`config.mk`:
```
export PLATFORM = sky130hd
export DESIGN_NAME = avc_queue
export DESIGN_NICKNAME = d
export VERILOG_FILES = /design/src/assert_macros.svh /design/src/avc_pkg.sv /design/src/avc_queue.sv
export SDC_FILE = /design/constraint.sdc
export NUM_CORES = 1
export LEC_CHECK = 0
export BUFFER_PORTS_ARGS = -buffer_cell sky130_fd_sc_hd__buf_2
export CORE_MARGIN = 10
export CORE_UTILIZATION = 56
export CTS_CLUSTER_DIAMETER = 80
export CTS_CLUSTER_SIZE = 20
export DETAILED_ROUTE_END_ITERATION = 6
export PLACE_DENSITY = 0.85
export SLEW_MARGIN = 0
export SYNTH_ARGS = -nofsm -noshare
export SYNTH_HDL_FRONTEND = slang
export SYNTH_SLANG_ARGS = --single-unit
```
`constraint.sdc`:
```
create_clock -name clk -period 16.8 [get_ports clk]
set_input_delay 3.36 -clock clk [delete_from_list [all_inputs] [get_ports clk]]
set_output_delay 3.36 -clock clk [all_outputs]
set_load 0.05 [all_outputs]
```
`src/assert_macros.svh`:
```
// Assertion macros used by the top level for its concurrent checks.
// Defining ASSERT_OFF before this header turns every check into nothing.
`ifndef ASSERT_MACROS_SVH
`define ASSERT_MACROS_SVH

`ifndef ASSERT_OFF

// The property must hold at every rising clock edge outside of reset.
`define ASSERT_ALWAYS(name, clk, rst_n, prop) \
    name: assert property (@(posedge clk) disable iff (!rst_n) (prop)) \
        else $error("assertion failed");

// The expression must never be true at a rising clock edge outside of reset.
`define ASSERT_NEVER(name, clk, rst_n, expr) \
    name: assert property (@(posedge clk) disable iff (!rst_n) !(expr)) \
        else $error("forbidden condition seen");

`else

`define ASSERT_ALWAYS(name, clk, rst_n, prop)
`define ASSERT_NEVER(name, clk, rst_n, expr)

`endif

`endif

```
`src/avc_pkg.sv`:
```
// Shared widths, codes, types and helper functions of the ATR volatility classifier.
// Used by the channel interfaces and by every module of the block but avc_ram.
package avc_pkg;

    localparam int MAX_PERIOD      = 64;
    localparam int PRICE_WIDTH     = 32;

    localparam int PTR_WIDTH       = $clog2(MAX_PERIOD);
    localparam int PERIOD_WIDTH    = 7;
    localparam int BPS_WIDTH       = 14;
    localparam int SEEN_WIDTH      = $clog2(MAX_PERIOD + 2);
    localparam int SUM_WIDTH       = PRICE_WIDTH + PTR_WIDTH;
    localparam int AVG_WIDTH       = 32;
    localparam int CLASS_WIDTH     = 2;
    localparam int CFG_INDEX_WIDTH = 2;
    localparam int CFG_DATA_WIDTH  = 16;
    localparam int DIV_CNT_WIDTH   = $clog2(SUM_WIDTH + 1);

    localparam int BPS_SCALE       = 10000;
    localparam int LHS_WIDTH       = SUM_WIDTH + BPS_WIDTH;
    localparam int TP_WIDTH        = BPS_WIDTH + PERIOD_WIDTH;
    localparam int RHS_WIDTH       = TP_WIDTH + PRICE_WIDTH;
    localparam int CMP_WIDTH       = (LHS_WIDTH > RHS_WIDTH) ? LHS_WIDTH : RHS_WIDTH;
    localparam int OFS_WIDTH       = ((PTR_WIDTH > PERIOD_WIDTH) ? PTR_WIDTH : PERIOD_WIDTH) + 1;

    localparam int QUEUE_DEPTH     = 2;
    localparam int QPTR_WIDTH      = $clog2(QUEUE_DEPTH);
    localparam int QCNT_WIDTH      = $clog2(QUEUE_DEPTH + 1);

    // Register indexes on the configuration channel.
    localparam logic [CFG_INDEX_WIDTH-1:0] REG_ATR_PERIOD = CFG_INDEX_WIDTH'(0);
    localparam logic [CFG_INDEX_WIDTH-1:0] REG_LOW_THR    = CFG_INDEX_WIDTH'(1);
    localparam logic [CFG_INDEX_WIDTH-1:0] REG_HIGH_THR   = CFG_INDEX_WIDTH'(2);

    // Register values after reset.
    localparam logic [PERIOD_WIDTH-1:0] RESET_PERIOD   = PERIOD_WIDTH'(14);
    localparam logic [BPS_WIDTH-1:0]    RESET_LOW_THR  = BPS_WIDTH'(30);
    localparam logic [BPS_WIDTH-1:0]    RESET_HIGH_THR = BPS_WIDTH'(70);

    // Volatility class codes.
    localparam logic [CLASS_WIDTH-1:0] CLASS_UNKNOWN = CLASS_WIDTH'(0);
    localparam logic [CLASS_WIDTH-1:0] CLASS_LOW     = CLASS_WIDTH'(1);
    localparam logic [CLASS_WIDTH-1:0] CLASS_NORMAL  = CLASS_WIDTH'(2);
    localparam logic [CLASS_WIDTH-1:0] CLASS_HIGH    = CLASS_WIDTH'(3);

    typedef struct packed {
        logic [PERIOD_WIDTH-1:0] period;    // already clamped to 1..MAX_PERIOD
        logic [BPS_WIDTH-1:0]    low_thr;
        logic [BPS_WIDTH-1:0]    high_thr;
    } cfg_regs_t;

    typedef struct packed {
        logic [PRICE_WIDTH-1:0] tr;
        logic [PRICE_WIDTH-1:0] close;
        logic                   has_tr;     // a previous close existed
        logic                   drop_old;   // window full, oldest range leaves
        logic                   report;     // enough bars for an average
    } queue_entry_t;

    typedef struct packed {
        logic full;
        logic empty;
    } q_status_t;

    // A period of zero acts as one, and one above the ring depth as the depth.
    function automatic logic [PERIOD_WIDTH-1:0] eff_period(input logic [PERIOD_WIDTH-1:0] p);
        logic [PERIOD_WIDTH-1:0] r;
        r = p;
        if (p == '0) begin
            r = PERIOD_WIDTH'(1);
        end
        else if (p > MAX_PERIOD) begin
            r = PERIOD_WIDTH'(MAX_PERIOD);
        end
        return r;
    endfunction

    function automatic logic [PRICE_WIDTH-1:0] abs_diff(input logic [PRICE_WIDTH-1:0] a,
                                                        input logic [PRICE_WIDTH-1:0] b);
        logic [PRICE_WIDTH-1:0] r;
        if (a > b) begin
            r = a - b;
        end
        else begin
            r = b - a;
        end
        return r;
    endfunction

endpackage

```
`src/avc_queue.sv`:
```
// Short FIFO of bar entries (true range, close and window flags) between the front and the back part.
// Depends on avc_pkg for the entry and status types.
module avc_queue import avc_pkg::*; (
    input  logic         clk,
    input  logic         rst_n,
    input  logic         clear,
    input  logic         push,
    input  queue_entry_t push_entry,
    input  logic         pop,
    output queue_entry_t head,
    output q_status_t    status
);

    queue_entry_t          slots [QUEUE_DEPTH];
    logic [QPTR_WIDTH-1:0] wr_ptr_reg, wr_ptr_next;
    logic [QPTR_WIDTH-1:0] rd_ptr_reg, rd_ptr_next;
    logic [QCNT_WIDTH-1:0] count_reg, count_next;

    assign head         = slots[rd_ptr_reg];
    assign status.full  = (count_reg == QCNT_WIDTH'(QUEUE_DEPTH));
    assign status.empty = (count_reg == '0);

    always_comb
    begin
        wr_ptr_next = wr_ptr_reg;
        rd_ptr_next = rd_ptr_reg;
        count_next  = count_reg;
        if (clear)
        begin
            wr_ptr_next = '0;
            rd_ptr_next = '0;
            count_next  = '0;
        end
        else
        begin
            if (push)
            begin
                wr_ptr_next = (wr_ptr_reg == QPTR_WIDTH'(QUEUE_DEPTH - 1)) ?
                              '0 : wr_ptr_reg + QPTR_WIDTH'(1);
            end
            if (pop)
            begin
                rd_ptr_next = (rd_ptr_reg == QPTR_WIDTH'(QUEUE_DEPTH - 1)) ?
                              '0 : rd_ptr_reg + QPTR_WIDTH'(1);
            end
            if (push && !pop)
            begin
                count_next = count_reg + QCNT_WIDTH'(1);
            end
            else if (pop && !push)
            begin
                count_next = count_reg - QCNT_WIDTH'(1);
            end
        end
    end

    always_ff @(posedge clk or negedge rst_n)
    begin
        if (!rst_n)
        begin
            wr_ptr_reg <= '0;
            rd_ptr_reg <= '0;
            count_reg  <= '0;
        end
        else
        begin
            wr_ptr_reg <= wr_ptr_next;
            rd_ptr_reg <= rd_ptr_next;
            count_reg  <= count_next;
        end
    end

    always_ff @(posedge clk)
    begin
        if (push && !clear)
        begin
            slots[wr_ptr_reg] <= push_entry;
        end
    end

endmodule

```
==> results by group <==
STA
  • Actual slew at the worst max-slew pin: approximately 0.99 ns
  • Final Hold Fails: 0
  • RSZ-0062 raised after global routing: no
  • Fmax: between 0.15 and 0.2 GHz
  • Clock skew: 0.00532 ns
  • Headroom to the max-slew limit: 0.341
  • Final TNS setup: 0 ns
  • Finish-stage setup viols: 0
  • Final Slew Violations: 0
  • Crit share post-route: 0.335
  • Min cycle time layout: 5.63 ns

Worst hold path
  • Min-Delay Startpoint: count_reg[1]$_DFFE_PN0P_
  • Worst Hold Endpoint: count_reg[1]$_DFFE_PN0P_
  • Hold Crit Class: reg -> reg
  • WHS Path Cells: 2

Clocking
  • Worst skew pair latency: about 0.49 ns
  • Reg clk slew, reported paths: 0.06 ns
  • Cts hold-fix bufs: 0
  • Post-CTS resize count: 0
  • Clk sink count: roughly 140
  • CTS tree: yes
  • H-tree levels: 4
  • Root Buffer: clkbuf_8
  • Postcts setup bufs: 0
  • TritonCTS Buffers: 17
  • Clock Tree Buf Depth: 2

Die
  • Die area: between 10,000 and 15,000 um^2
  • FP Rows: 34
  • Die height: 116 um
  • Die width: 116 um
  • Initial Util: 0.583
  • Core area: 8810 um^2
  • Boundary Pins: between 100 and 150

Finish
  • Nets: 456
  • Diodes inserted: 0
  • Commonest cells after routing, fill and taps aside: 140 x buf_2, 134 x edfxtp_1, 47 x mux2_2
  • Area delta synth->final: 27.0%
  • Commonest non-fill, non-tap cell in the layout: buf_2
  • Share of cells above drive strength 1: 0.610
  • Final Util: 0.740
  • Number of flip-flops under the largest register name: 134

Power
  • Peak supply drop: 0.0000855 V
  • Net Sw Frac: 0.252
  • Pint: roughly 0.66 mW
  • Seq pwr share: 0.460
  • Total power: slightly below 0.9 mW
  • Cell area power density: 135 nW/um^2
  • Combinational share of power: 0.128
  • Sw Pwr: 0.221 mW
  • Static Leak: 2.49 nW
  • Clock Power Share: 0.411

Synth
  • Mapped Area: 5130 um^2
  • Net Count, Synth: 302
  • Flops & latches, synth: around 140
  • Top cell type's share of synthesized area: 0.784
  • Post-Syn Area per Cell: 22.3 um^2
  • Yosys warns: 0
  • Post-synth top area cell: edfxtp_1
  • Cells after Synth: 230
  • Top cells by area, synth: edfxtp_1 78%, mux2_2 10%, mux2_4 5.8%
  • Sequential-to-total area share from yosys stat: 0.803
  • Distinct cells, synth: 16

Route
  • Routed vias: ~2.6k
  • Final WL: around 10000 um
  • Number of remaining DRC errors: 0
  • DRT Pass-1 Iters: 4
  • Starting DRC count in detailed routing: 119
  • Wirelength per Cell: ~20 um
  • Via density: 5.15
  • Routed Antenna Nets: 0

GRT
  • Initial antenna violation count: 0
  • Total grt overflow: 0
  • Total GRT Usage: 0.150
  • Largest net degree at the start of global routing: 69
  • Vias in the first global route: 2,922
  • First-pass GRT wire length: 15,200 um

Critical path
  • Cells along the critical path: mux2_2 > buf_2
  • Reg2Reg Setup Slack: around 15 ns
  • Reg-to-reg startpoint: wr_ptr_reg$_DFFE_PN0P_
  • Slowest cell on crit path: dfrtp_4
  • Maximum fanout along the worst path: 68
  • Crit end category: output port
  • Cell family with most CP delay: flip-flops
  • CP Class: reg -> out
  • Register-to-Register Path Depth: 2
  • Crit start category: flip-flop
  • RR Endpoint: slots[1][7]$_DFFE_PP_
  • Worst Path Required: 13.44 ns
  • WP data arrival: 2.27 ns
  • Buffers plus inverters on the worst setup path: 1
  • Max incr delay on CP: 1.08 ns

Placement
  • Buffers on Ports: 140
  • Routability Congestion: 0.755
  • Post-DP HPWL: 6940 um

Run status
  • Outcome: completed

Flow run
  • Max Cap Viol: 0
[layer usage]
layer  up-vias  GRT usage  routed length, um
li1       1222          -                  -
met1      1257      0.177               4120
met2       117      0.249               5060
met3         6     0.0636                738
met4         0     0.0384                 64
met5         -          0                  0
[through the flow]
step                hold WS (ns)  worst slack, ns  cell area [um^2]  std cells
floorplan                  0.517             7.93              5130        230
global placement           0.567            11.62              5930        473
detailed placement         0.635            11.58              5930        473
CTS                        0.655            11.13              6520        505
global route               0.675            11.04              6520        505
finish                     0.648            11.17              6520        505
[synth_stat cells]
cell type	instances
buf_2	4
xor2_1	1
nor2b_1	1
dfrtp_1	4
buf_8	2
mux2_4	20
xnor2_1	2
edfxtp_1	134
nor3_1	2
and3b_1	2
o21ai_0	1
nor2_1	4
mux2_2	47
nor3b_1	3
buf_6	2
and2_1	1
[power by group through the flow]
stage | registers (mW) | logic (mW) | clock network (mW)
after floorplan | 0.404 | 0.0912 | 0
after global placement | 0.410 | 0.112 | 0
after detailed placement | 0.411 | 0.114 | 0
after CTS | 0.404 | 0.114 | 0.368
after global routing | 0.406 | 0.118 | 0.384
final | 0.404 | 0.113 | 0.361
[tightest hold or removal path, delay by kind of cell (launching register included)]
family,cells,cell delay (ns)
flops,1,0.38
simple gates,1,0.14
compound gates,1,0.09
[how the worst max path moves through the flow]
stage / startpoint / to / slack [ns] / cells after the start
floorplan: clear / slots[0][0]$_DFFE_PP_ / 7.93 / 1
CTS: rd_ptr_reg$_DFFE_PN0P_ / head[12] / 11.13 / 2
global route: rd_ptr_reg$_DFFE_PN0P_ / head[12] / 11.04 / 2
global placement: clear / slots[1][6]$_DFFE_PP_ / 11.62 / 3
finish: rd_ptr_reg$_DFFE_PN0P_ / head[12] / 11.17 / 2
detailed placement: clear / slots[1][5]$_DFFE_PP_ / 11.58 / 3
[kinds of logic (layout without fill, tap and decap cells)]
group                  after synthesis  after routing  synth area share
flip-flops                         138            138             0.803
multiplexers                        67             67             0.162
buffers and inverters                8            175            0.0141
AND/OR/NAND/NOR                     13             13            0.0151
XOR/XNOR                             3              3           0.00512
AO/OA/AOI/OAI                        1              1          0.000974
[layout make-up]
type                       count  area, um^2
sequential                   138        4130
fill                         537        2290
multi-input combinational     84         945
timing repair buffer         143         723
clock buffer                  18         418
clock inverter                14         171
tap                          108         135
(Power assumes the default switching activity.)
