===== config.mk =====
export PLATFORM = sky130hd
export DESIGN_NAME = avc_back_flat
export DESIGN_NICKNAME = d
export VERILOG_FILES = /design/src/assert_macros.svh /design/src/avc_pkg.sv /design/src/avc_result_if.sv /design/src/avc_ram.sv /design/src/avc_back.sv /design/src/flat_wrapper.sv
export SDC_FILE = /design/constraint.sdc
export NUM_CORES = 2
export LEC_CHECK = 0
export BUFFER_PORTS_ARGS = -buffer_cell sky130_fd_sc_hd__buf_4
export CAP_MARGIN = 5
export CORE_ASPECT_RATIO = 0.75
export CORE_MARGIN = 1.5
export CORE_UTILIZATION = 55
export CTS_BUF_LIST = sky130_fd_sc_hd__clkbuf_4 sky130_fd_sc_hd__clkbuf_8 sky130_fd_sc_hd__clkbuf_16
export CTS_CLUSTER_SIZE = 24
export DETAILED_ROUTE_END_ITERATION = 6
export HOLD_SLACK_MARGIN = 0.05
export PLACE_DENSITY_LB_ADDON = 0.08
export SLEW_MARGIN = 20
export SYNTH_ARGS = -nofsm -noshare
export SYNTH_HDL_FRONTEND = slang
export SYNTH_SLANG_ARGS = --single-unit

===== constraint.sdc =====
create_clock -name clk -period 8.7 [get_ports clk]
set_input_delay 1.74 -clock clk [delete_from_list [all_inputs] [get_ports clk]]
set_output_delay 1.74 -clock clk [all_outputs]
set_load 0.02 [all_outputs]

===== src/assert_macros.svh =====
// Assertion macros used by the top level for its concurrent checks.
// Defining ASSERT_OFF before this header turns every check into nothing.
`ifndef ASSERT_MACROS_SVH
`define ASSERT_MACROS_SVH

`ifndef ASSERT_OFF

// The property must hold at every rising clock edge outside of reset.
`define ASSERT_ALWAYS(name, clk, rst_n, prop) \
    name: assert property (@(posedge clk) disable iff (!rst_n) (prop)) \
        else $error("assertion failed");

// The expression must never be true at a rising clock edge outside of reset.
`define ASSERT_NEVER(name, clk, rst_n, expr) \
    name: assert property (@(posedge clk) disable iff (!rst_n) !(expr)) \
        else $error("forbidden condition seen");

`else

`define ASSERT_ALWAYS(name, clk, rst_n, prop)
`define ASSERT_NEVER(name, clk, rst_n, expr)

`endif

`endif


===== src/avc_pkg.sv =====
// Shared widths, codes, types and helper functions of the ATR volatility classifier.
// Used by the channel interfaces and by every module of the block but avc_ram.
package avc_pkg;

    localparam int MAX_PERIOD      = 64;
    localparam int PRICE_WIDTH     = 32;

    localparam int PTR_WIDTH       = $clog2(MAX_PERIOD);
    localparam int PERIOD_WIDTH    = 7;
    localparam int BPS_WIDTH       = 14;
    localparam int SEEN_WIDTH      = $clog2(MAX_PERIOD + 2);
    localparam int SUM_WIDTH       = PRICE_WIDTH + PTR_WIDTH;
    localparam int AVG_WIDTH       = 32;
    localparam int CLASS_WIDTH     = 2;
    localparam int CFG_INDEX_WIDTH = 2;
    localparam int CFG_DATA_WIDTH  = 16;
    localparam int DIV_CNT_WIDTH   = $clog2(SUM_WIDTH + 1);

    localparam int BPS_SCALE       = 10000;
    localparam int LHS_WIDTH       = SUM_WIDTH + BPS_WIDTH;
    localparam int TP_WIDTH        = BPS_WIDTH + PERIOD_WIDTH;
    localparam int RHS_WIDTH       = TP_WIDTH + PRICE_WIDTH;
    localparam int CMP_WIDTH       = (LHS_WIDTH > RHS_WIDTH) ? LHS_WIDTH : RHS_WIDTH;
    localparam int OFS_WIDTH       = ((PTR_WIDTH > PERIOD_WIDTH) ? PTR_WIDTH : PERIOD_WIDTH) + 1;

    localparam int QUEUE_DEPTH     = 2;
    localparam int QPTR_WIDTH      = $clog2(QUEUE_DEPTH);
    localparam int QCNT_WIDTH      = $clog2(QUEUE_DEPTH + 1);

    // Register indexes on the configuration channel.
    localparam logic [CFG_INDEX_WIDTH-1:0] REG_ATR_PERIOD = CFG_INDEX_WIDTH'(0);
    localparam logic [CFG_INDEX_WIDTH-1:0] REG_LOW_THR    = CFG_INDEX_WIDTH'(1);
    localparam logic [CFG_INDEX_WIDTH-1:0] REG_HIGH_THR   = CFG_INDEX_WIDTH'(2);

    // Register values after reset.
    localparam logic [PERIOD_WIDTH-1:0] RESET_PERIOD   = PERIOD_WIDTH'(14);
    localparam logic [BPS_WIDTH-1:0]    RESET_LOW_THR  = BPS_WIDTH'(30);
    localparam logic [BPS_WIDTH-1:0]    RESET_HIGH_THR = BPS_WIDTH'(70);

    // Volatility class codes.
    localparam logic [CLASS_WIDTH-1:0] CLASS_UNKNOWN = CLASS_WIDTH'(0);
    localparam logic [CLASS_WIDTH-1:0] CLASS_LOW     = CLASS_WIDTH'(1);
    localparam logic [CLASS_WIDTH-1:0] CLASS_NORMAL  = CLASS_WIDTH'(2);
    localparam logic [CLASS_WIDTH-1:0] CLASS_HIGH    = CLASS_WIDTH'(3);

    typedef struct packed {
        logic [PERIOD_WIDTH-1:0] period;    // already clamped to 1..MAX_PERIOD
        logic [BPS_WIDTH-1:0]    low_thr;
        logic [BPS_WIDTH-1:0]    high_thr;
    } cfg_regs_t;

    typedef struct packed {
        logic [PRICE_WIDTH-1:0] tr;
        logic [PRICE_WIDTH-1:0] close;
        logic                   has_tr;     // a previous close existed
        logic                   drop_old;   // window full, oldest range leaves
        logic                   report;     // enough bars for an average
    } queue_entry_t;

    typedef struct packed {
        logic full;
        logic empty;
    } q_status_t;

    // A period of zero acts as one, and one above the ring depth as the depth.
    function automatic logic [PERIOD_WIDTH-1:0] eff_period(input logic [PERIOD_WIDTH-1:0] p);
        logic [PERIOD_WIDTH-1:0] r;
        r = p;
        if (p == '0) begin
            r = PERIOD_WIDTH'(1);
        end
        else if (p > MAX_PERIOD) begin
            r = PERIOD_WIDTH'(MAX_PERIOD);
        end
        return r;
    endfunction

    function automatic logic [PRICE_WIDTH-1:0] abs_diff(input logic [PRICE_WIDTH-1:0] a,
                                                        input logic [PRICE_WIDTH-1:0] b);
        logic [PRICE_WIDTH-1:0] r;
        if (a > b) begin
            r = a - b;
        end
        else begin
            r = b - a;
        end
        return r;
    endfunction

endpackage


===== src/avc_result_if.sv =====
// Result channel: valid/ready handshake carrying the class and the average range.
// Depends on avc_pkg for the field widths.
interface avc_result_if import avc_pkg::*; ();

    logic                   valid;
    logic                   ready;
    logic [CLASS_WIDTH-1:0] volatility_class;
    logic [AVG_WIDTH-1:0]   average_range;

    modport source (output valid, volatility_class, average_range, input ready);
    modport sink   (input valid, volatility_class, average_range, output ready);

endinterface


===== src/avc_ram.sv =====
// Generic single-write, single-read RAM with a registered read port.
// No dependencies.
module avc_ram #(
    parameter int WIDTH = 32,
    parameter int DEPTH = 64
) (
    input  logic                     clk,
    input  logic                     we,
    input  logic [$clog2(DEPTH)-1:0] waddr,
    input  logic [WIDTH-1:0]         wdata,
    input  logic [$clog2(DEPTH)-1:0] raddr,
    output logic [WIDTH-1:0]         rdata
);

    logic [WIDTH-1:0] mem [DEPTH];

    always_ff @(posedge clk)
    begin
        if (we)
        begin
            mem[waddr] <= wdata;
        end
        rdata <= mem[raddr];
    end

endmodule


===== src/avc_back.sv =====
// Back part: keeps the true range ring and its sum, divides by the period,
// classifies by cross-multiplication and holds the result register.
// Depends on avc_pkg, avc_result_if and avc_ram.
module avc_back import avc_pkg::*; (
    input  logic         clk,
    input  logic         rst_n,
    input  cfg_regs_t    cfg_regs,
    input  logic         clear,
    input  q_status_t    q_status,
    input  queue_entry_t head,
    output logic         pop,
    output logic         result_load,
    avc_result_if.source res
);

    typedef enum logic [8:0] {
        ST_IDLE     = 9'b000000001,
        ST_READ     = 9'b000000010,
        ST_UPDATE   = 9'b000000100,
        ST_CHECK    = 9'b000001000,
        ST_DIVIDE   = 9'b000010000,
        ST_MUL_LOW  = 9'b000100000,
        ST_CMP_LOW  = 9'b001000000,
        ST_CMP_HIGH = 9'b010000000,
        ST_OUT      = 9'b100000000
    } back_state_t;

    back_state_t              state_reg, state_next;
    queue_entry_t             entry_reg, entry_next;
    logic [SUM_WIDTH-1:0]     sum_reg, sum_next;
    logic [PTR_WIDTH-1:0]     ptr_reg, ptr_next;
    logic [PERIOD_WIDTH-1:0]  rem_reg, rem_next;
    logic [SUM_WIDTH-1:0]     quot_reg, quot_next;
    logic [DIV_CNT_WIDTH-1:0] count_reg, count_next;
    logic [LHS_WIDTH-1:0]     lhs_reg, lhs_next;
    logic [TP_WIDTH-1:0]      tp_reg, tp_next;
    logic [RHS_WIDTH-1:0]     rhs_reg, rhs_next;
    logic                     below_low_reg, below_low_next;
    logic                     below_high_reg, below_high_next;
    logic                     out_valid_reg, out_valid_next;
    logic [CLASS_WIDTH-1:0]   class_reg, class_next;
    logic [AVG_WIDTH-1:0]     avg_reg, avg_next;

    logic [OFS_WIDTH-1:0]     ptr_ext;
    logic [OFS_WIDTH-1:0]     period_ext;
    logic [OFS_WIDTH-1:0]     old_ofs;
    logic [PTR_WIDTH-1:0]     old_addr;
    logic [PRICE_WIDTH-1:0]   old_range;
    logic                     ram_we;
    logic [PERIOD_WIDTH:0]    shifted;
    logic                     rhs_above;
    logic [RHS_WIDTH-1:0]     product;

    // Oldest stored range of the window sits period entries behind the write pointer.
    always_comb
    begin
        ptr_ext    = OFS_WIDTH'(ptr_reg);
        period_ext = OFS_WIDTH'(cfg_regs.period);
        if (ptr_ext >= period_ext)
        begin
            old_ofs = ptr_ext - period_ext;
        end
        else
        begin
            old_ofs = ptr_ext + OFS_WIDTH'(MAX_PERIOD) - period_ext;
        end
        old_addr = PTR_WIDTH'(old_ofs);
    end

    avc_ram #(
        .WIDTH (PRICE_WIDTH),
        .DEPTH (MAX_PERIOD)
    ) u_ring (
        .clk   (clk),
        .we    (ram_we),
        .waddr (ptr_reg),
        .wdata (entry_reg.tr),
        .raddr (old_addr),
        .rdata (old_range)
    );

    assign shifted   = {rem_reg, quot_reg[SUM_WIDTH-1]};
    assign product   = RHS_WIDTH'(tp_reg) * RHS_WIDTH'(entry_reg.close);
    assign rhs_above = CMP_WIDTH'(lhs_reg) < CMP_WIDTH'(rhs_reg);

    assign res.valid            = out_valid_reg;
    assign res.volatility_class = class_reg;
    assign res.average_range    = avg_reg;

    always_comb
    begin
        state_next      = state_reg;
        entry_next      = entry_reg;
        sum_next        = sum_reg;
        ptr_next        = ptr_reg;
        rem_next        = rem_reg;
        quot_next       = quot_reg;
        count_next      = count_reg;
        lhs_next        = lhs_reg;
        tp_next         = tp_reg;
        rhs_next        = rhs_reg;
        below_low_next  = below_low_reg;
        below_high_next = below_high_reg;
        class_next      = class_reg;
        avg_next        = avg_reg;
        pop             = 1'b0;
        ram_we          = 1'b0;
        result_load     = 1'b0;

        case (state_reg)
            ST_IDLE:
            begin
                if (!q_status.empty)
                begin
                    pop        = 1'b1;
                    entry_next = head;
                    state_next = head.has_tr ? ST_READ : ST_CHECK;
                end
            end
            ST_READ:
            begin
                state_next = ST_UPDATE;
            end
            ST_UPDATE:
            begin
                ram_we   = 1'b1;
                sum_next = sum_reg + SUM_WIDTH'(entry_reg.tr)
                           - (entry_reg.drop_old ? SUM_WIDTH'(old_range) : '0);
                ptr_next = (ptr_reg == PTR_WIDTH'(MAX_PERIOD - 1)) ?
                           '0 : ptr_reg + PTR_WIDTH'(1);
                state_next = ST_CHECK;
            end
            ST_CHECK:
            begin
                if (entry_reg.report)
                begin
                    rem_next   = '0;
                    quot_next  = sum_reg;
                    count_next = DIV_CNT_WIDTH'(SUM_WIDTH);
                    lhs_next   = LHS_WIDTH'(sum_reg) * LHS_WIDTH'(BPS_SCALE);
                    tp_next    = TP_WIDTH'(cfg_regs.low_thr) * TP_WIDTH'(cfg_regs.period);
                    state_next = ST_DIVIDE;
                end
                else
                begin
                    state_next = ST_OUT;
                end
            end
            ST_DIVIDE:
            begin
                if (shifted >= (PERIOD_WIDTH + 1)'(cfg_regs.period))
                begin
                    rem_next  = PERIOD_WIDTH'(shifted - (PERIOD_WIDTH + 1)'(cfg_regs.period));
                    quot_next = {quot_reg[SUM_WIDTH-2:0], 1'b1};
                end
                else
                begin
                    rem_next  = PERIOD_WIDTH'(shifted);
                    quot_next = {quot_reg[SUM_WIDTH-2:0], 1'b0};
                end
                count_next = count_reg - DIV_CNT_WIDTH'(1);
                if (count_reg == DIV_CNT_WIDTH'(1))
                begin
                    state_next = ST_MUL_LOW;
                end
            end
            ST_MUL_LOW:
            begin
                rhs_next   = product;
                tp_next    = TP_WIDTH'(cfg_regs.high_thr) * TP_WIDTH'(cfg_regs.period);
                state_next = ST_CMP_LOW;
            end
            ST_CMP_LOW:
            begin
                below_low_next = rhs_above;
                rhs_next       = product;
                state_next     = ST_CMP_HIGH;
            end
            ST_CMP_HIGH:
            begin
                below_high_next = rhs_above;
                state_next      = ST_OUT;
            end
            ST_OUT:
            begin
                if (!out_valid_reg || res.ready)
                begin
                    result_load = 1'b1;
                    if (!entry_reg.report)
                    begin
                        class_next = CLASS_UNKNOWN;
                        avg_next   = '0;
                    end
                    else
                    begin
                        avg_next = AVG_WIDTH'(quot_reg);
                        if (sum_reg == '0 || entry_reg.close == '0)
                        begin
                            class_next = CLASS_UNKNOWN;
                        end
                        else if (below_low_reg)
                        begin
                            class_next = CLASS_LOW;
                        end
                        else if (below_high_reg)
                        begin
                            class_next = CLASS_NORMAL;
                        end
                        else
                        begin
                            class_next = CLASS_HIGH;
                        end
                    end
                    state_next = ST_IDLE;
                end
            end
            default:
            begin
                state_next = ST_IDLE;
            end
        endcase

        if (clear)
        begin
            sum_next = '0;
            ptr_next = '0;
        end

        if (result_load)
        begin
            out_valid_next = 1'b1;
        end
        else if (res.ready)
        begin
            out_valid_next = 1'b0;
        end
        else
        begin
            out_valid_next = out_valid_reg;
        end
    end

    always_ff @(posedge clk or negedge rst_n)
    begin
        if (!rst_n)
        begin
            state_reg     <= ST_IDLE;
            sum_reg       <= '0;
            ptr_reg       <= '0;
            count_reg     <= '0;
            out_valid_reg <= 1'b0;
        end
        else
        begin
            state_reg     <= state_next;
            sum_reg       <= sum_next;
            ptr_reg       <= ptr_next;
            count_reg     <= count_next;
            out_valid_reg <= out_valid_next;
        end
    end

    always_ff @(posedge clk)
    begin
        entry_reg      <= entry_next;
        rem_reg        <= rem_next;
        quot_reg       <= quot_next;
        lhs_reg        <= lhs_next;
        tp_reg         <= tp_next;
        rhs_reg        <= rhs_next;
        below_low_reg  <= below_low_next;
        below_high_reg <= below_high_next;
        class_reg      <= class_next;
        avg_reg        <= avg_next;
    end

endmodule


===== src/flat_wrapper.sv =====
// flat-port wrapper written by rule: the top's interface ports become plain ports
module avc_back_flat import avc_pkg::*;
  (clk, rst_n, cfg_regs, clear, q_status, head, pop, result_load, res_valid, res_volatility_class, res_average_range, res_ready);
  avc_result_if res_i ();
  input  logic clk;
  input  logic rst_n;
  input  cfg_regs_t cfg_regs;
  input  logic clear;
  input  q_status_t q_status;
  input  queue_entry_t head;
  output logic pop;
  output logic result_load;
  output wire logic [$bits(res_i.valid)-1:0] res_valid;
  output wire logic [$bits(res_i.volatility_class)-1:0] res_volatility_class;
  output wire logic [$bits(res_i.average_range)-1:0] res_average_range;
  input wire logic [$bits(res_i.ready)-1:0] res_ready;
  assign res_valid = res_i.valid;
  assign res_volatility_class = res_i.volatility_class;
  assign res_average_range = res_i.average_range;
  assign res_i.ready = res_ready;
  avc_back u_core (.clk(clk), .rst_n(rst_n), .cfg_regs(cfg_regs), .clear(clear), .q_status(q_status), .head(head), .pop(pop), .result_load(result_load), .res(res_i));
endmodule

==> metrics.yaml <==
outcome:
  outcome: "complete, but fails checks"
  violations: "design-rule violations"
grt:
  grt_pass1_wl_um: 496000
  met3_usage: 0.0483
  busiest_layer: "met2"
  grt_max_degree: 95
  grt_usage: 0.288
  overflow: 0
  antenna_found_initial: 18
  grt_util_met2: 0.453
  grt_use_met1: 0.420
  grt_pass1_vias: 73900
worst_setup_path:
  crit_top_cell: "fa_1"
  crit_required_ns: 9.27
  critPathMaxFanout: 18
  arrival_ns: 8.42
  crit_family: "adder cells"
  slowest_stage: "edfxtp_1"
  start_kind: "register"
  critical_path_buf_inv_count: 4
  max_stage_delay_ns: 0.94
  critical_path_class: "reg -> reg"
  cp_cell_sequence: "buf_4, nand2_1, fa_1, inv_1, fa_1, fa_1, fa_1, fa_1, fa_1, inv_1, fa_1, inv_1, ha_1, nand3_1, or2_2, nand2b_1, o22ai_1, nor4b_2, o31a_1, o2111ai_1, or3b_1"
  endpoint_kind: "register"
placed_design:
  io_buffers: 143
  dp_hpwl_um: 215000
  place_congestion: 0.883
  post-place-cells: 11400
logic_synthesis:
  synth_edf_count: 2317
  synth_cells: 8377
  synth_fp_nets: 9802
  synth.mux.area_fraction: 0.115
  async_reset_ff_frac: 0.0249
  yosys.area_share.simple: 0.0617
  synth_ff_type: "edfxtp_1"
  synthAdderAreaFrac: 0.176
  synth_top_family_by_area: "adder cells"
  synth_compound_area_frac: 0.0380
  seq_area_frac_synth: 0.556
  ys_seq_elements: 2409
  synth_xor_area_frac: 0.0108
  yosysUniqueCellTypes: 93
  synth_warnings: 0
  netlist_area_um2: 129000
  post_synth.cell_area_avg_um2: 15.4
clock_tree:
  root_buffer: "clkbuf_16"
  path_clk_slew_ns: 0.06
  cts_sinks: 2409
  clock_path_buffers: 4
  postCtsHoldBufs: 0
  ctsResizeCount: 0
  postCtsSetupBuffers: 0
  cts_tree: "done"
  htree_levels: 4
  cts-buffers-inserted: 231
  clock_insertion_delay_worst_skew_ns: 0.93
die:
  die_y_um: 422
  coreArea_um2: 232000
  start_util: 0.555
  core.rowCount: 153
  io_pins: 145
  die-area_um2: 237000
  die_w_um: 562
cells_and_area:
  final_cell_mix: "edfxtp_1, inv_1, fa_1, nand2_1, mux4_2"
  finalNetCount: 10000
  instances_no_fill: 11900
  layout-drive-gt1-share: 0.169
  fillers: 17400
  largest_register_ffs: 2048
  layout_commonest_cell: "edfxtp_1"
  area_growth_pct: 10.2
  final_util: 0.611
routing:
  viasPerCell: 6.02
  first_iter_violations: 7966
  post-route-drc-count: 2
  ant_nets: 0
  vias: 71400
  first_pass_iters: 7
  finalWirelength_um: 335000
  wl_per_cell_um: 28.3
sta:
  hold_slack_ns: 0.520
  timing.final.crit_share: 0.903
  worst_pin_slew_ns: 1.23
  fin_crit_ns: 7.86
  grt_setup_unrepaired: "no"
  finalHoldViolations: 0
  finalSetupTns_ns: 0
  finalSetupViolCount: 0
  slew_headroom: 0.180
  finalMaxSlewViolations: 0
  skew_ns: 0.107
  fmax_mhz: 127
job:
  max_cap_violations: 0
worst_hold_path:
  hold_class: "reg -> reg"
## per-stage QoR
stage,cell area [um^2],setup slack (ns)
2_1_floorplan,129000,2.01
3_3_place_gp,135000,0.975
3_5_place_dp,135000,0.908
4_1_cts,142000,0.869
5_1_grt,142000,0.511
6_report,142000,0.842
## per-layer routing
metal  up-vias  wire [um]
met4         6       9670
met1     37600     142000
met5         -         41
li1      30500          -
met3       416      27500
met2      2863     156000
## area by class of cell
class	count	area, um^2	area share
well taps	3100	3880	0.0273
diodes	10	25.0	0.000176
inverters	1074	4030	0.0284
repair buffers	346	2790	0.0197
clock buffers	289	6250	0.0440
clock inverters	117	1090	0.00766
flip-flops and latches	2409	71700	0.505
multi-input cells	4516	52300	0.368
## worst register-to-register path, cell delays in order (launching register included)
cell	delay (ns)
edfxtp_1	0.94
buf_4	0.39
nand2_1	0.12
fa_1	0.57
inv_1	0.06
fa_1	0.56
fa_1	0.45
fa_1	0.65
fa_1	0.45
fa_1	0.49
inv_1	0.05
fa_1	0.49
inv_1	0.05
ha_1	0.42
nand3_1	0.13
or2_2	0.33
nand2b_1	0.18
o22ai_1	0.19
nor4b_2	0.10
o31a_1	0.37
o2111ai_1	0.20
or3b_1	0.39
## worst paths after layout
check,cells past startpoint,slack [ns],to,startpoint
max,21,0.84,u_core.rhs_reg[51],u_core.tp_reg[6]
max in group asynchronous,1,7.10,u_core.state_reg[8],rst_n
min,2,0.52,u_core.count_reg[5],u_core.count_reg[5]
max reg2reg,21,0.84,u_core.rhs_reg[51],u_core.tp_reg[6]
min in group asynchronous,1,0.98,u_core.sum_reg[34],rst_n
min reg2reg,2,0.52,u_core.count_reg[5],u_core.count_reg[5]
## logic make-up after synthesis
| group | Yosys count |
|---|---|
| DFF | 2409 |
| and+or+nand+nor | 1612 |
| buffers and inverters | 1452 |
| adders and majority gates | 1317 |
| AOI/OAI and AO/OA | 750 |
| muxes | 678 |
| xor gates and xnor gates | 159 |
## Yosys cell counts, types with 9 or more instances
| master | n | share of area |
|---|---|---|
| buf_2 | 79 | 0.0031 |
| o21a_1 | 18 | 0.0010 |
| o21ai_1 | 12 | 0.00047 |
| nor2_1 | 207 | 0.0060 |
| o21ai_0 | 137 | 0.0053 |
| fa_1 | 820 | 0.13 |
| nand2b_1 | 15 | 0.00073 |
| a21oi_1 | 234 | 0.0091 |
| xnor2_1 | 91 | 0.0062 |
| nand4_1 | 37 | 0.0018 |
| nand2_1 | 654 | 0.019 |
| o21bai_1 | 33 | 0.0019 |
| mux4_2 | 640 | 0.11 |
| xor2_1 | 68 | 0.0046 |
| o31ai_1 | 9 | 0.00052 |
| and2_1 | 490 | 0.024 |
| or3_1 | 9 | 0.00044 |
| buf_1 | 25 | 0.00073 |
| a211oi_1 | 58 | 0.0034 |
| o211ai_1 | 14 | 0.00082 |
| nor3_1 | 26 | 0.0010 |
| and3_1 | 13 | 0.00063 |
| ha_1 | 497 | 0.048 |
| a31oi_1 | 14 | 0.00068 |
| a21o_1 | 115 | 0.0067 |
| clkbuf_1 | 270 | 0.0079 |
| nand3_1 | 43 | 0.0017 |
| inv_1 | 1074 | 0.031 |
| dfrtp_1 | 59 | 0.011 |
| dfxtp_1 | 32 | 0.0050 |
| nor4_1 | 15 | 0.00073 |
| nor2b_1 | 55 | 0.0027 |
| edfxtp_1 | 2317 | 0.54 |
| mux2i_1 | 38 | 0.0029 |
Power is not shown: default switching activity piles up to over one toggle a cycle in this logic, so the estimate is an artifact.
