--- config.mk ---
export PLATFORM = sky130hd
export DESIGN_NAME = avc_front_flat
export DESIGN_NICKNAME = d
export VERILOG_FILES = /design/src/assert_macros.svh /design/src/avc_pkg.sv /design/src/avc_bar_if.sv /design/src/avc_front.sv /design/src/flat_wrapper.sv
export SDC_FILE = /design/constraint.sdc
export NUM_CORES = 1
export LEC_CHECK = 0
export BUFFER_PORTS_ARGS = -buffer_cell sky130_fd_sc_hd__buf_2
export CORE_UTILIZATION = 50
export DETAILED_ROUTE_END_ITERATION = 12
export PLACE_DENSITY = 0.72
export SLEW_MARGIN = 10
export SYNTH_ARGS = -nofsm -noshare
export SYNTH_HDL_FRONTEND = slang
export SYNTH_SLANG_ARGS = --single-unit
export TNS_END_PERCENT = 5
--- constraint.sdc ---
create_clock -name clk -period 8.8 [get_ports clk]
set_input_delay 0.44 -clock clk [delete_from_list [all_inputs] [get_ports clk]]
set_output_delay 0.44 -clock clk [all_outputs]
set_load 0.05 [all_outputs]
--- src/assert_macros.svh ---
// Assertion macros used by the top level for its concurrent checks.
// Defining ASSERT_OFF before this header turns every check into nothing.
`ifndef ASSERT_MACROS_SVH
`define ASSERT_MACROS_SVH

`ifndef ASSERT_OFF

// The property must hold at every rising clock edge outside of reset.
`define ASSERT_ALWAYS(name, clk, rst_n, prop) \
    name: assert property (@(posedge clk) disable iff (!rst_n) (prop)) \
        else $error("assertion failed");

// The expression must never be true at a rising clock edge outside of reset.
`define ASSERT_NEVER(name, clk, rst_n, expr) \
    name: assert property (@(posedge clk) disable iff (!rst_n) !(expr)) \
        else $error("forbidden condition seen");

`else

`define ASSERT_ALWAYS(name, clk, rst_n, prop)
`define ASSERT_NEVER(name, clk, rst_n, expr)

`endif

`endif

--- src/avc_pkg.sv ---
// Shared widths, codes, types and helper functions of the ATR volatility classifier.
// Used by the channel interfaces and by every module of the block but avc_ram.
package avc_pkg;

    localparam int MAX_PERIOD      = 64;
    localparam int PRICE_WIDTH     = 32;

    localparam int PTR_WIDTH       = $clog2(MAX_PERIOD);
    localparam int PERIOD_WIDTH    = 7;
    localparam int BPS_WIDTH       = 14;
    localparam int SEEN_WIDTH      = $clog2(MAX_PERIOD + 2);
    localparam int SUM_WIDTH       = PRICE_WIDTH + PTR_WIDTH;
    localparam int AVG_WIDTH       = 32;
    localparam int CLASS_WIDTH     = 2;
    localparam int CFG_INDEX_WIDTH = 2;
    localparam int CFG_DATA_WIDTH  = 16;
    localparam int DIV_CNT_WIDTH   = $clog2(SUM_WIDTH + 1);

    localparam int BPS_SCALE       = 10000;
    localparam int LHS_WIDTH       = SUM_WIDTH + BPS_WIDTH;
    localparam int TP_WIDTH        = BPS_WIDTH + PERIOD_WIDTH;
    localparam int RHS_WIDTH       = TP_WIDTH + PRICE_WIDTH;
    localparam int CMP_WIDTH       = (LHS_WIDTH > RHS_WIDTH) ? LHS_WIDTH : RHS_WIDTH;
    localparam int OFS_WIDTH       = ((PTR_WIDTH > PERIOD_WIDTH) ? PTR_WIDTH : PERIOD_WIDTH) + 1;

    localparam int QUEUE_DEPTH     = 2;
    localparam int QPTR_WIDTH      = $clog2(QUEUE_DEPTH);
    localparam int QCNT_WIDTH      = $clog2(QUEUE_DEPTH + 1);

    // Register indexes on the configuration channel.
    localparam logic [CFG_INDEX_WIDTH-1:0] REG_ATR_PERIOD = CFG_INDEX_WIDTH'(0);
    localparam logic [CFG_INDEX_WIDTH-1:0] REG_LOW_THR    = CFG_INDEX_WIDTH'(1);
    localparam logic [CFG_INDEX_WIDTH-1:0] REG_HIGH_THR   = CFG_INDEX_WIDTH'(2);

    // Register values after reset.
    localparam logic [PERIOD_WIDTH-1:0] RESET_PERIOD   = PERIOD_WIDTH'(14);
    localparam logic [BPS_WIDTH-1:0]    RESET_LOW_THR  = BPS_WIDTH'(30);
    localparam logic [BPS_WIDTH-1:0]    RESET_HIGH_THR = BPS_WIDTH'(70);

    // Volatility class codes.
    localparam logic [CLASS_WIDTH-1:0] CLASS_UNKNOWN = CLASS_WIDTH'(0);
    localparam logic [CLASS_WIDTH-1:0] CLASS_LOW     = CLASS_WIDTH'(1);
    localparam logic [CLASS_WIDTH-1:0] CLASS_NORMAL  = CLASS_WIDTH'(2);
    localparam logic [CLASS_WIDTH-1:0] CLASS_HIGH    = CLASS_WIDTH'(3);

    typedef struct packed {
        logic [PERIOD_WIDTH-1:0] period;    // already clamped to 1..MAX_PERIOD
        logic [BPS_WIDTH-1:0]    low_thr;
        logic [BPS_WIDTH-1:0]    high_thr;
    } cfg_regs_t;

    typedef struct packed {
        logic [PRICE_WIDTH-1:0] tr;
        logic [PRICE_WIDTH-1:0] close;
        logic                   has_tr;     // a previous close existed
        logic                   drop_old;   // window full, oldest range leaves
        logic                   report;     // enough bars for an average
    } queue_entry_t;

    typedef struct packed {
        logic full;
        logic empty;
    } q_status_t;

    // A period of zero acts as one, and one above the ring depth as the depth.
    function automatic logic [PERIOD_WIDTH-1:0] eff_period(input logic [PERIOD_WIDTH-1:0] p);
        logic [PERIOD_WIDTH-1:0] r;
        r = p;
        if (p == '0) begin
            r = PERIOD_WIDTH'(1);
        end
        else if (p > MAX_PERIOD) begin
            r = PERIOD_WIDTH'(MAX_PERIOD);
        end
        return r;
    endfunction

    function automatic logic [PRICE_WIDTH-1:0] abs_diff(input logic [PRICE_WIDTH-1:0] a,
                                                        input logic [PRICE_WIDTH-1:0] b);
        logic [PRICE_WIDTH-1:0] r;
        if (a > b) begin
            r = a - b;
        end
        else begin
            r = b - a;
        end
        return r;
    endfunction

endpackage

--- src/avc_bar_if.sv ---
// Price bar channel: valid/ready handshake carrying high, low and close.
// Depends on avc_pkg for the price width.
interface avc_bar_if import avc_pkg::*; ();

    logic                   valid;
    logic                   ready;
    logic [PRICE_WIDTH-1:0] high_price;
    logic [PRICE_WIDTH-1:0] low_price;
    logic [PRICE_WIDTH-1:0] close_price;

    modport source (output valid, high_price, low_price, close_price, input ready);
    modport sink   (input valid, high_price, low_price, close_price, output ready);

endinterface

--- src/avc_front.sv ---
// Front part: accepts price bars, forms the true range and the window flags.
// Depends on avc_pkg and avc_bar_if; feeds avc_queue.
module avc_front import avc_pkg::*; (
    input  logic         clk,
    input  logic         rst_n,
    avc_bar_if.sink      bar,
    input  cfg_regs_t    cfg_regs,
    input  logic         clear,
    input  q_status_t    q_status,
    output logic         push,
    output queue_entry_t push_entry
);

    logic [PRICE_WIDTH-1:0] prev_close_reg, prev_close_next;
    logic [SEEN_WIDTH-1:0]  bars_seen_reg, bars_seen_next;

    logic [PRICE_WIDTH-1:0] span;
    logic [PRICE_WIDTH-1:0] gap_high;
    logic [PRICE_WIDTH-1:0] gap_low;
    logic [PRICE_WIDTH-1:0] tr;

    assign bar.ready = !q_status.full;
    assign push      = bar.valid && bar.ready;

    always_comb
    begin
        span     = (bar.high_price > bar.low_price) ? (bar.high_price - bar.low_price) : '0;
        gap_high = abs_diff(bar.high_price, prev_close_reg);
        gap_low  = abs_diff(bar.low_price, prev_close_reg);
        tr       = span;
        if (gap_high > tr)
        begin
            tr = gap_high;
        end
        if (gap_low > tr)
        begin
            tr = gap_low;
        end
    end

    always_comb
    begin
        push_entry.tr       = tr;
        push_entry.close    = bar.close_price;
        push_entry.has_tr   = (bars_seen_reg != '0);
        push_entry.drop_old = (bars_seen_reg > cfg_regs.period);
        push_entry.report   = (bars_seen_reg >= cfg_regs.period);
    end

    always_comb
    begin
        prev_close_next = prev_close_reg;
        bars_seen_next  = bars_seen_reg;
        if (clear)
        begin
            prev_close_next = '0;
            bars_seen_next  = '0;
        end
        else if (push)
        begin
            prev_close_next = bar.close_price;
            if (bars_seen_reg != SEEN_WIDTH'(MAX_PERIOD + 1))
            begin
                bars_seen_next = bars_seen_reg + SEEN_WIDTH'(1);
            end
        end
    end

    always_ff @(posedge clk or negedge rst_n)
    begin
        if (!rst_n)
        begin
            prev_close_reg <= '0;
            bars_seen_reg  <= '0;
        end
        else
        begin
            prev_close_reg <= prev_close_next;
            bars_seen_reg  <= bars_seen_next;
        end
    end

endmodule

--- src/flat_wrapper.sv ---
// flat-port wrapper written by rule: the top's interface ports become plain ports
module avc_front_flat import avc_pkg::*;
  (clk, rst_n, cfg_regs, clear, q_status, push, push_entry, bar_valid, bar_high_price, bar_low_price, bar_close_price, bar_ready);
  avc_bar_if bar_i ();
  input  logic clk;
  input  logic rst_n;
  input  cfg_regs_t cfg_regs;
  input  logic clear;
  input  q_status_t q_status;
  output logic push;
  output queue_entry_t push_entry;
  input wire logic [$bits(bar_i.valid)-1:0] bar_valid;
  input wire logic [$bits(bar_i.high_price)-1:0] bar_high_price;
  input wire logic [$bits(bar_i.low_price)-1:0] bar_low_price;
  input wire logic [$bits(bar_i.close_price)-1:0] bar_close_price;
  output wire logic [$bits(bar_i.ready)-1:0] bar_ready;
  assign bar_i.valid = bar_valid;
  assign bar_i.high_price = bar_high_price;
  assign bar_i.low_price = bar_low_price;
  assign bar_i.close_price = bar_close_price;
  assign bar_ready = bar_i.ready;
  avc_front u_core (.clk(clk), .rst_n(rst_n), .bar(bar_i), .cfg_regs(cfg_regs), .clear(clear), .q_status(q_status), .push(push), .push_entry(push_entry));
endmodule
==> results.md, run 1 <==
Die:
- The die is 164 µm tall.
- The placeable core region is 25400 µm².
- The die outline area is 26700 µm².
- The placement row count is 58.
- The initial utilization of the core area, before any placement, comes to 0.514.
- 206 I/O pins were placed.
- The die width is 164 µm.

Finish:
- The top cell types in the final layout, fill and taps aside, are sky130_fd_sc_hd__a21oi_1 (248), sky130_fd_sc_hd__ha_1 (232), sky130_fd_sc_hd__nand2_1 (195), sky130_fd_sc_hd__buf_2 (176), sky130_fd_sc_hd__inv_1 (155).
- The multi-input combinational cells in the finished layout cover a total of 10900 µm².
- 0 antenna diodes ended up in the layout.
- The sequential cell area is 977 µm².
- The most common library cell in the layout ignoring fill and taps is sky130_fd_sc_hd__a21oi_1.
- The filler cells instantiated in the layout total 2580.
- The register with the most flip-flops in the layout has 32 of them.
- In the final layout, the share of cells above drive strength 1 is 0.140.
- The net count of the finished layout is 2320.
- The area added between synthesis and finish is 9.43%.
- The share of the core filled with cells in the final layout is 0.562.

CTS:
- The tree built by TritonCTS fans out to 39 sinks.
- The clock latency of the later-clocked register in the worst-skew pair is 0.28 ns.
- The H-tree was split into 2 levels.
- The clock transition time at the flip-flop clock pins of the worst setup and hold paths is 0.06 ns.
- The maximum buffer depth of the clock tree is 2.
- The hold-fix buffer count after cts is 0.
- The total clock buffers created by CTS is 5.
- The root buffer cell chosen for the clock tree is sky130_fd_sc_hd__clkbuf_16.
- The CTS tree is yes.

Timing:
- The clock arrives with 0.000578 ns of skew.
- The number of setup violations in the final report is 0.
- Measured against its own limit, the worst slew margin works out to 0.419.
- The final hold violation count came to 0.
- For the pin with the worst max-slew slack, the measured transition is 0.869 ns.
- The maximum clock rate is 118 MHz.
- The final critical-path required period is 8.50 ns.
- Dividing the final minimum period by the clock period gives 0.965.
- The number of pins with negative max-slew slack in the final report is 0.
- Setup slack on the critical path of the routed design comes to 0.304 ns.

Power:
- The power share of the sequential group is 0.070.
- The worst IR drop on VDD is 0.395 mV.
- The switching power is 1710 µW.
- The proportion of total power due to net switching is 0.605.
- Dividing total power by cell area gives a power density of 198 nW/µm².
- The static power due to leakage is 0.00687 µW.
- The design internal power is 1120 µW.
- The clock power share is 0.073.
- The combinational power share is 0.857.

Route:
- The first routing iteration left 1353 violations.
- Wires add up to 45.6 mm.
- In the routed layout, each cell is associated on average with a via count of 6.11.
- The first-pass iteration count of the detailed router is 6.
- The count of nets left with antenna violations once routing finished came out at 0.
- The final route contains 13900 vias.
- For this run, design rule violations remaining after detail routing come to 0.
- Dividing the detail-routed wire length by the instance count gives 20.0 µm.

Global route:
- The number of global-route vias before repair is 12300.
- The number of antenna violations at the first check in global routing is 0.
- The first global-routing pass estimated 68.0 mm of wire.
- Entering global routing, the biggest net connects 57 pins.
- The global-route total usage across every layer is 0.331.
- The total congestion overflow is 0.

Logic synthesis:
- By area, the combinational part of the netlist is dominated by compound AO/OA/AOI/OAI gates.
- Of the total synthesized cell area, the portion taken by AND, OR, NAND and NOR gates is 0.186.
- The primary flip-flop cell chosen by synthesis mapping is sky130_fd_sc_hd__dfrtp_1.
- Averaged over all synthesized cells, the footprint is 7.08 µm².
- After synthesis, the share of cell area in mux cells is 0.0389.
- The mapped cell area is 13000 µm².
- For this run, the number of Yosys warnings is 0.
- The synthesized design contains 0 enable-type register cells.
- Counting flops and latches in the post-synthesis netlist gives 39.
- The cell count after synthesis came out at 1844.
- The post-synthesis compound-gate area fraction is 0.310.
- Of the total synthesized cell area, the portion taken by full adders, half adders and majority gates is 0.230.
- The xor-xnor portion of the synthesized cell area is 0.0604.
- Synthesis instantiated 81 different standard cells from the library.
- For this run, the register share of the synthesized area comes to 0.0748.
- The number of nets handed over by synthesis was 2218.
- In the synthesized netlist the async set-or-reset flop fraction comes to 1.00.

Setup path:
- The worst reg-to-reg path cell count is 6.
- By instance count, the cell type seen most on the critical path is sky130_fd_sc_hd__ha_1.
- The type of the worst setup path is flip-flop to output port.
- The data required time at the worst endpoint is 8.36 ns.
- At the worst endpoint, the arrival time is 8.06 ns.
- The number of buffer and inverter instances along the worst setup path is 6.
- STA classifies the critical path startpoint as a flip-flop.
- In this run the worst path has a maximum fanout of 17.
- The kind of capture point of the worst setup path is an output port.
- The number of cells on the critical path is 32.
- The largest single stage delay on the critical path is 0.42 ns.
- The kind of cell with the highest combined delay on the critical path is compound AO/OA/AOI/OAI gates.
- On the critical path, the stage with the largest delay is an instance of sky130_fd_sc_hd__dfrtp_2.

Placement:
- The routability-driven placement congestion ratio is 0.954.
- The setup slack after placement is 0.344 ns.
- Once detailed placement completed, the half-perimeter wirelength came to 39.2 mm.
- During placement, the flow inserted port buffers numbering 176.

Status:
- The run finished with clean final reports.

Job:
- The number of max-cap violations is 0.

Worst hold path:
- The class of the most critical hold timing path is input pin to asynchronous set/reset pin.
==> per-layer routing <==
layer  share of wire  up-vias  track usage
met3           0.082       29       0.0345
met4           0.012        0       0.0535
met2            0.41      608        0.491
li1                -     6800            -
met5               0        -            0
met1            0.50     6482        0.510
==> cell type report <==
type / instances / share of cell area
Clock buffer: 5 / 0.00876
Clock inverter: 3 / 0.00307
Inverter: 158 / 0.0415
Multi-Input combinational cell: 1525 / 0.761
Sequential cell: 39 / 0.0684
Tap cell: 330 / 0.0289
Timing Repair Buffer: 217 / 0.0885
==> kinds of logic (layout without fill, tap and decap cells) <==
kind of cell,after synthesis,in the layout
XOR/XNOR,90,90
adder cells (fa/ha/maj),237,237
AO/OA/AOI/OAI,641,641
AND/OR/NAND/NOR,508,508
buffers and inverters,280,383
flip-flops,39,39
multiplexers,49,49
==> stage by stage <==
step / area (µm²) / setup TNS [ns] / hold WS [ns] / power, µW / instances
4_1_cts: 14200 / 0 / 0.289 / 2760 / 2274
2_1_floorplan: 13000 / 0 / 0.144 / 1930 / 1844
6_report: 14300 / 0 / 0.260 / 2830 / 2277
3_3_place_gp: 14000 / 0 / 0.516 / 2510 / 2266
3_5_place_dp: 14000 / 0 / 0.523 / 2530 / 2266
5_1_grt: 14300 / -0.0118 / 0.337 / 3020 / 2277
==> final timing paths <==
path,to,startpoint,slack (ns)
worst max-delay path,push_entry[60],u_core.prev_close_reg[0]$_DFFE_PN0P_,0.30
worst min-delay path,u_core.prev_close_reg[27]$_DFFE_PN0P_,rst_n,0.26
worst max register to register,u_core.bars_seen_reg[5]$_DFFE_PN0P_,u_core.bars_seen_reg[1]$_DFFE_PN0P_,6.99
worst min register to register,u_core.prev_close_reg[31]$_DFFE_PN0P_,u_core.prev_close_reg[31]$_DFFE_PN0P_,0.53
max in group asynchronous,u_core.prev_close_reg[0]$_DFFE_PN0P_,rst_n,7.95
min in group clk,u_core.prev_close_reg[0]$_DFFE_PN0P_,bar_close_price[0],0.39
==> repair_timing <==
action / in CTS / in global routing
buffers inserted: 0 / 3
gates resized for setup: 0 / 9
endpoints found under the setup margin: 0 / 32
==> synth_stat cells (6+ instances only) <==
library cell / instances / share of area
sky130_fd_sc_hd__a21oi_1: 249 / 0.096
sky130_fd_sc_hd__ha_1: 232 / 0.22
sky130_fd_sc_hd__nand2_1: 195 / 0.056
sky130_fd_sc_hd__inv_1: 155 / 0.045
sky130_fd_sc_hd__nor2_1: 126 / 0.036
sky130_fd_sc_hd__o21ai_0: 101 / 0.039
sky130_fd_sc_hd__a21o_1: 70 / 0.040
sky130_fd_sc_hd__xnor2_1: 54 / 0.036
sky130_fd_sc_hd__buf_4: 46 / 0.026
sky130_fd_sc_hd__clkbuf_1: 46 / 0.013
sky130_fd_sc_hd__nand4_1: 40 / 0.019
sky130_fd_sc_hd__dfrtp_1: 39 / 0.075
sky130_fd_sc_hd__mux2i_1: 38 / 0.029
sky130_fd_sc_hd__xor2_1: 36 / 0.024
sky130_fd_sc_hd__nand3_1: 26 / 0.010
sky130_fd_sc_hd__a31oi_1: 25 / 0.012
sky130_fd_sc_hd__buf_2: 24 / 0.0092
sky130_fd_sc_hd__o21bai_1: 24 / 0.014
sky130_fd_sc_hd__o21a_1: 23 / 0.013
sky130_fd_sc_hd__nor2b_1: 21 / 0.010
sky130_fd_sc_hd__nor3_1: 20 / 0.0077
sky130_fd_sc_hd__a211oi_1: 18 / 0.010
sky130_fd_sc_hd__o211ai_1: 15 / 0.0086
sky130_fd_sc_hd__and2_1: 14 / 0.0067
sky130_fd_sc_hd__o31ai_1: 13 / 0.0075
sky130_fd_sc_hd__a211o_1: 12 / 0.0081
sky130_fd_sc_hd__and3_1: 12 / 0.0058
sky130_fd_sc_hd__nand2b_1: 12 / 0.0058
sky130_fd_sc_hd__a221oi_1: 11 / 0.0074
sky130_fd_sc_hd__mux2_2: 10 / 0.0086
sky130_fd_sc_hd__o31a_1: 10 / 0.0067
sky130_fd_sc_hd__nor4_1: 9 / 0.0043
sky130_fd_sc_hd__o21ai_1: 9 / 0.0035
sky130_fd_sc_hd__or3_1: 8 / 0.0038
sky130_fd_sc_hd__nand3b_1: 6 / 0.0035
sky130_fd_sc_hd__o221ai_1: 6 / 0.0040
==> power by group through the flow <==
| stage | combinational (µW) | sequential (µW) | clock (µW) |
|---|---|---|---|
| detailed placement | 2330 | 200 | 0 |
| global route | 2600 | 198 | 219 |
| floorplan | 1730 | 196 | 0 |
| finish | 2430 | 197 | 208 |
| global placement | 2310 | 200 | 0 |
| CTS | 2350 | 197 | 213 |
(Power assumes the default switching activity.)
==> run 2, diff against run 1 <==
--- a/config.mk
+++ b/config.mk
@@ -8,7 +8,7 @@
 export BUFFER_PORTS_ARGS = -buffer_cell sky130_fd_sc_hd__buf_2
 export CORE_UTILIZATION = 50
 export DETAILED_ROUTE_END_ITERATION = 12
-export PLACE_DENSITY = 0.72
+export PLACE_DENSITY = 0.75
 export SLEW_MARGIN = 10
 export SYNTH_ARGS = -nofsm -noshare
 export SYNTH_HDL_FRONTEND = slang
==> constraint.sdc (replaced) <==
create_clock -name clk -period 7.19 [get_ports clk]
set_input_delay 0.3595 -clock clk [delete_from_list [all_inputs] [get_ports clk]]
set_output_delay 0.3595 -clock clk [all_outputs]
set_load 0.05 [all_outputs]
==> results.md, run 2 (synthesized netlist as in run 1, its figures left out) <==
Status:
- The flow ran to the end, but the final reports show violations.
- The checks that failed: negative setup slack.

Timing:
- The transition time at the pin with the least slew margin is 0.847 ns.
- In this run the tightest slew margin relative to its limit is 0.436.
- The worst hold slack across all endpoints is 0.162 ns.
- Setup repair after global routing could not meet its margin everywhere.
- The summed negative setup slack over all endpoints is -39.22 ns.
- For the final database, setup skew stands at 0.00115 ns.
- In the finished design, the share of the clock period the worst path needs comes to 1.18.
- Once routing completed, OpenROAD measured the worst setup slack at -1.32 ns.
- The number of pins with negative max-slew slack in the final report is 0.
- The final critical-path required period is 8.51 ns.
- The maximum clock rate is 118 MHz.
- Setup violations remaining at the end of the flow were counted as 32.
- The final hold violation count is 0.

CTS:
- The sink count of the clock tree is 39.
- TritonCTS built the clock tree.
- CTS built an H-tree with a depth of 2.
- Clock-pin slew was measured on the worst setup and hold paths at 0.06 ns.
- Buffers inserted during clock tree synthesis total 5.
- The clock reaches the later pin of the worst-skew pair after 0.29 ns.
- The cell sitting at the root of the clock tree is a sky130_fd_sc_hd__clkbuf_16.
- The maximum buffer depth of the clock tree is 2.
- Hold repair after CTS inserted 0 buffers.

Finish:
- The multi-input combinational cells in the finished layout cover a total of 11400 µm².
- Once layout is complete, the cells apart from fillers number 2790.
- The share of the core filled with cells in the final layout is 0.747.
- The top cell types in the final layout, fill and taps aside, are sky130_fd_sc_hd__buf_4 (540), sky130_fd_sc_hd__a21oi_1 (229), sky130_fd_sc_hd__ha_1 (221), sky130_fd_sc_hd__nand2_1 (194), sky130_fd_sc_hd__inv_1 (153).
- For this run, the post-layout net count is 2833.
- The number of flip-flops in the largest register is 32.
- The number of inserted diodes is 0.
- The sequential cell area is 977 µm².
- The area added between synthesis and finish is 45.3%.
- The count of fill cells added during filler insertion is 1934.
- Leaving out fill and tap cells, the most frequent cell in the layout is sky130_fd_sc_hd__buf_4.
- The fraction of layout instances using a drive strength above 1 is 0.347.

Route:
- Once detail routing completed, the nets flagged for antenna violations numbered 0.
- The met1 layer wirelength in the final routing is 25.6 mm.
- In the final routed layout, each cell accounts on average for 21.3 µm.
- Routed signal wires occupy layers up through met4.
- The via count of the routed design is 16900.
- In the detailed route, the total length drawn on met2 is 24.4 mm.
- The detailed route wirelength on metal3 is 6.89 mm.
- In the routed design, unresolved DRC markers number 0.
- The final routed wirelength across all metal layers is 59.4 mm.
- For this block, the initial DRC count from the detailed router was 2590.
- Before antenna repair, the detailed router went through 6 iterations.
- Dividing the detail-routed via count by the number of cells gives 6.07.

Global route:
- The global-route wire length before repair is 86.2 mm.
- The global-route total usage across every layer is 0.423.
- The total congestion overflow is 0.
- The pin count of the biggest net entering global routing is 40.
- The number of global-route vias before repair is 15800.
- The number of antenna violations at the first check in global routing is 0.

Power:
- Across the VDD grid, the largest voltage drop is 0.643 mV.
- In this run the static leakage power is 0.00953 µW.
- The power density relative to cell area is 268 nW/µm².

Setup path:
- The delay of the slowest cell on the worst path is 0.51 ns.
- Data arrives at the worst endpoint at 8.15 ns.
- The slowest stage of the critical path belongs to the cell sky130_fd_sc_hd__nor3_4.
- The worst setup path is captured at an output port.
- The number of buffer and inverter instances along the worst setup path is 11.
- The maximum fanout along the worst path is 13.
- The type of the worst setup path is flip-flop to output port.
- STA classifies the critical path startpoint as a flip-flop.
- STA puts the critical path data required time at 6.83 ns.
- The worst setup slack for register-to-register paths is 5.19 ns.
- In this design, the largest share of critical-path delay is due to compound AO/OA/AOI/OAI gates.

Placement:
- After legalization and detailed placement, the total HPWL measured 45.5 mm.
- The routability-driven placement congestion ratio is 1.01.
- The number of placed instances, taps included, is 2755.
- Prior to clock tree synthesis, the placed netlist has a worst setup slack of -1.10 ns.
- Input and output buffers added on the ports amount to 176.

Die:
- The die covers 26700 µm².
- The floorplan has 58 rows.
- The die is 164 µm wide.
- During I/O placement, the number of pins put on the boundary was 206.
- The placeable core region is 25400 µm².
- The initial utilization of the core area, before any placement, comes to 0.514.
- The floorplan step set the die height to 164 µm.

Job:
- The number of max-cap violations is 0.

Worst hold path:
- The path class of the tightest hold or removal check is input pin to asynchronous set/reset pin.
## run 2: cell types whose count changed in the layout (fill, tap and decap cells not counted), moves of 11 or more
| cell | delta |
|---|---|
| sky130_fd_sc_hd__o21ai_0 | -12 |
| sky130_fd_sc_hd__a21oi_1 | -19 |
| sky130_fd_sc_hd__ha_1 | -11 |
| sky130_fd_sc_hd__a21oi_4 | +14 |
| sky130_fd_sc_hd__buf_6 | +34 |
| sky130_fd_sc_hd__buf_4 | +505 |
| sky130_fd_sc_hd__buf_2 | -31 |
## run 2: final timing paths
| path | start | end | cells past startpoint |
|---|---|---|---|
| setup / recovery | u_core.prev_close_reg[0]$_DFFE_PN0P_ | push_entry[39] | 37 |
| max in group asynchronous | rst_n | u_core.prev_close_reg[12]$_DFFE_PN0P_ | 1 |
| hold reg to reg | u_core.prev_close_reg[31]$_DFFE_PN0P_ | u_core.prev_close_reg[31]$_DFFE_PN0P_ | 2 |
| hold / removal | rst_n | u_core.prev_close_reg[29]$_DFFE_PN0P_ | 1 |
| min in group clk | bar_close_price[18] | u_core.prev_close_reg[18]$_DFFE_PN0P_ | 3 |
| setup reg to reg | u_core.bars_seen_reg[1]$_DFFE_PN0P_ | u_core.bars_seen_reg[5]$_DFFE_PN0P_ | 6 |
## run 2: layer usage
metal / GRT usage / vias up
met3: 0.0978 / 176
li1: - / 7820
met1: 0.580 / 7892
met5: 0 / -
met2: 0.635 / 1043
met4: 0.164 / 0
## run 2: cell type report
cell class / count / share of cell area
clock buffer: 5 / 0.00660
inverter: 158 / 0.0314
multi-input combinational: 1525 / 0.602
timing repair buffer: 730 / 0.284
clock inverter: 3 / 0.00231
sequential: 39 / 0.0515
tap: 330 / 0.0218
## run 2: metrics by stage
step                instance area (µm²)  total power, µW
detailed placement                17900             3900
global route                      19000             5260
floorplan                         13300             2610
CTS                               18800             4690
finish                            19000             5080
global placement                  17900             3810
## run 2: report_power, final
group	switching (µW)	internal (µW)	total, µW
logic	2670	1920	4580
registers	7.18	228	235
clock network	91.7	164	255
## run 2: what timing repair did
item / in CTS / in global routing
gates cloned: 3 / 0
setup buffers: 22 / 3
endpoints found under the setup margin: 32 / 32
pin swaps: 32 / 10
resized for setup: 134 / 20
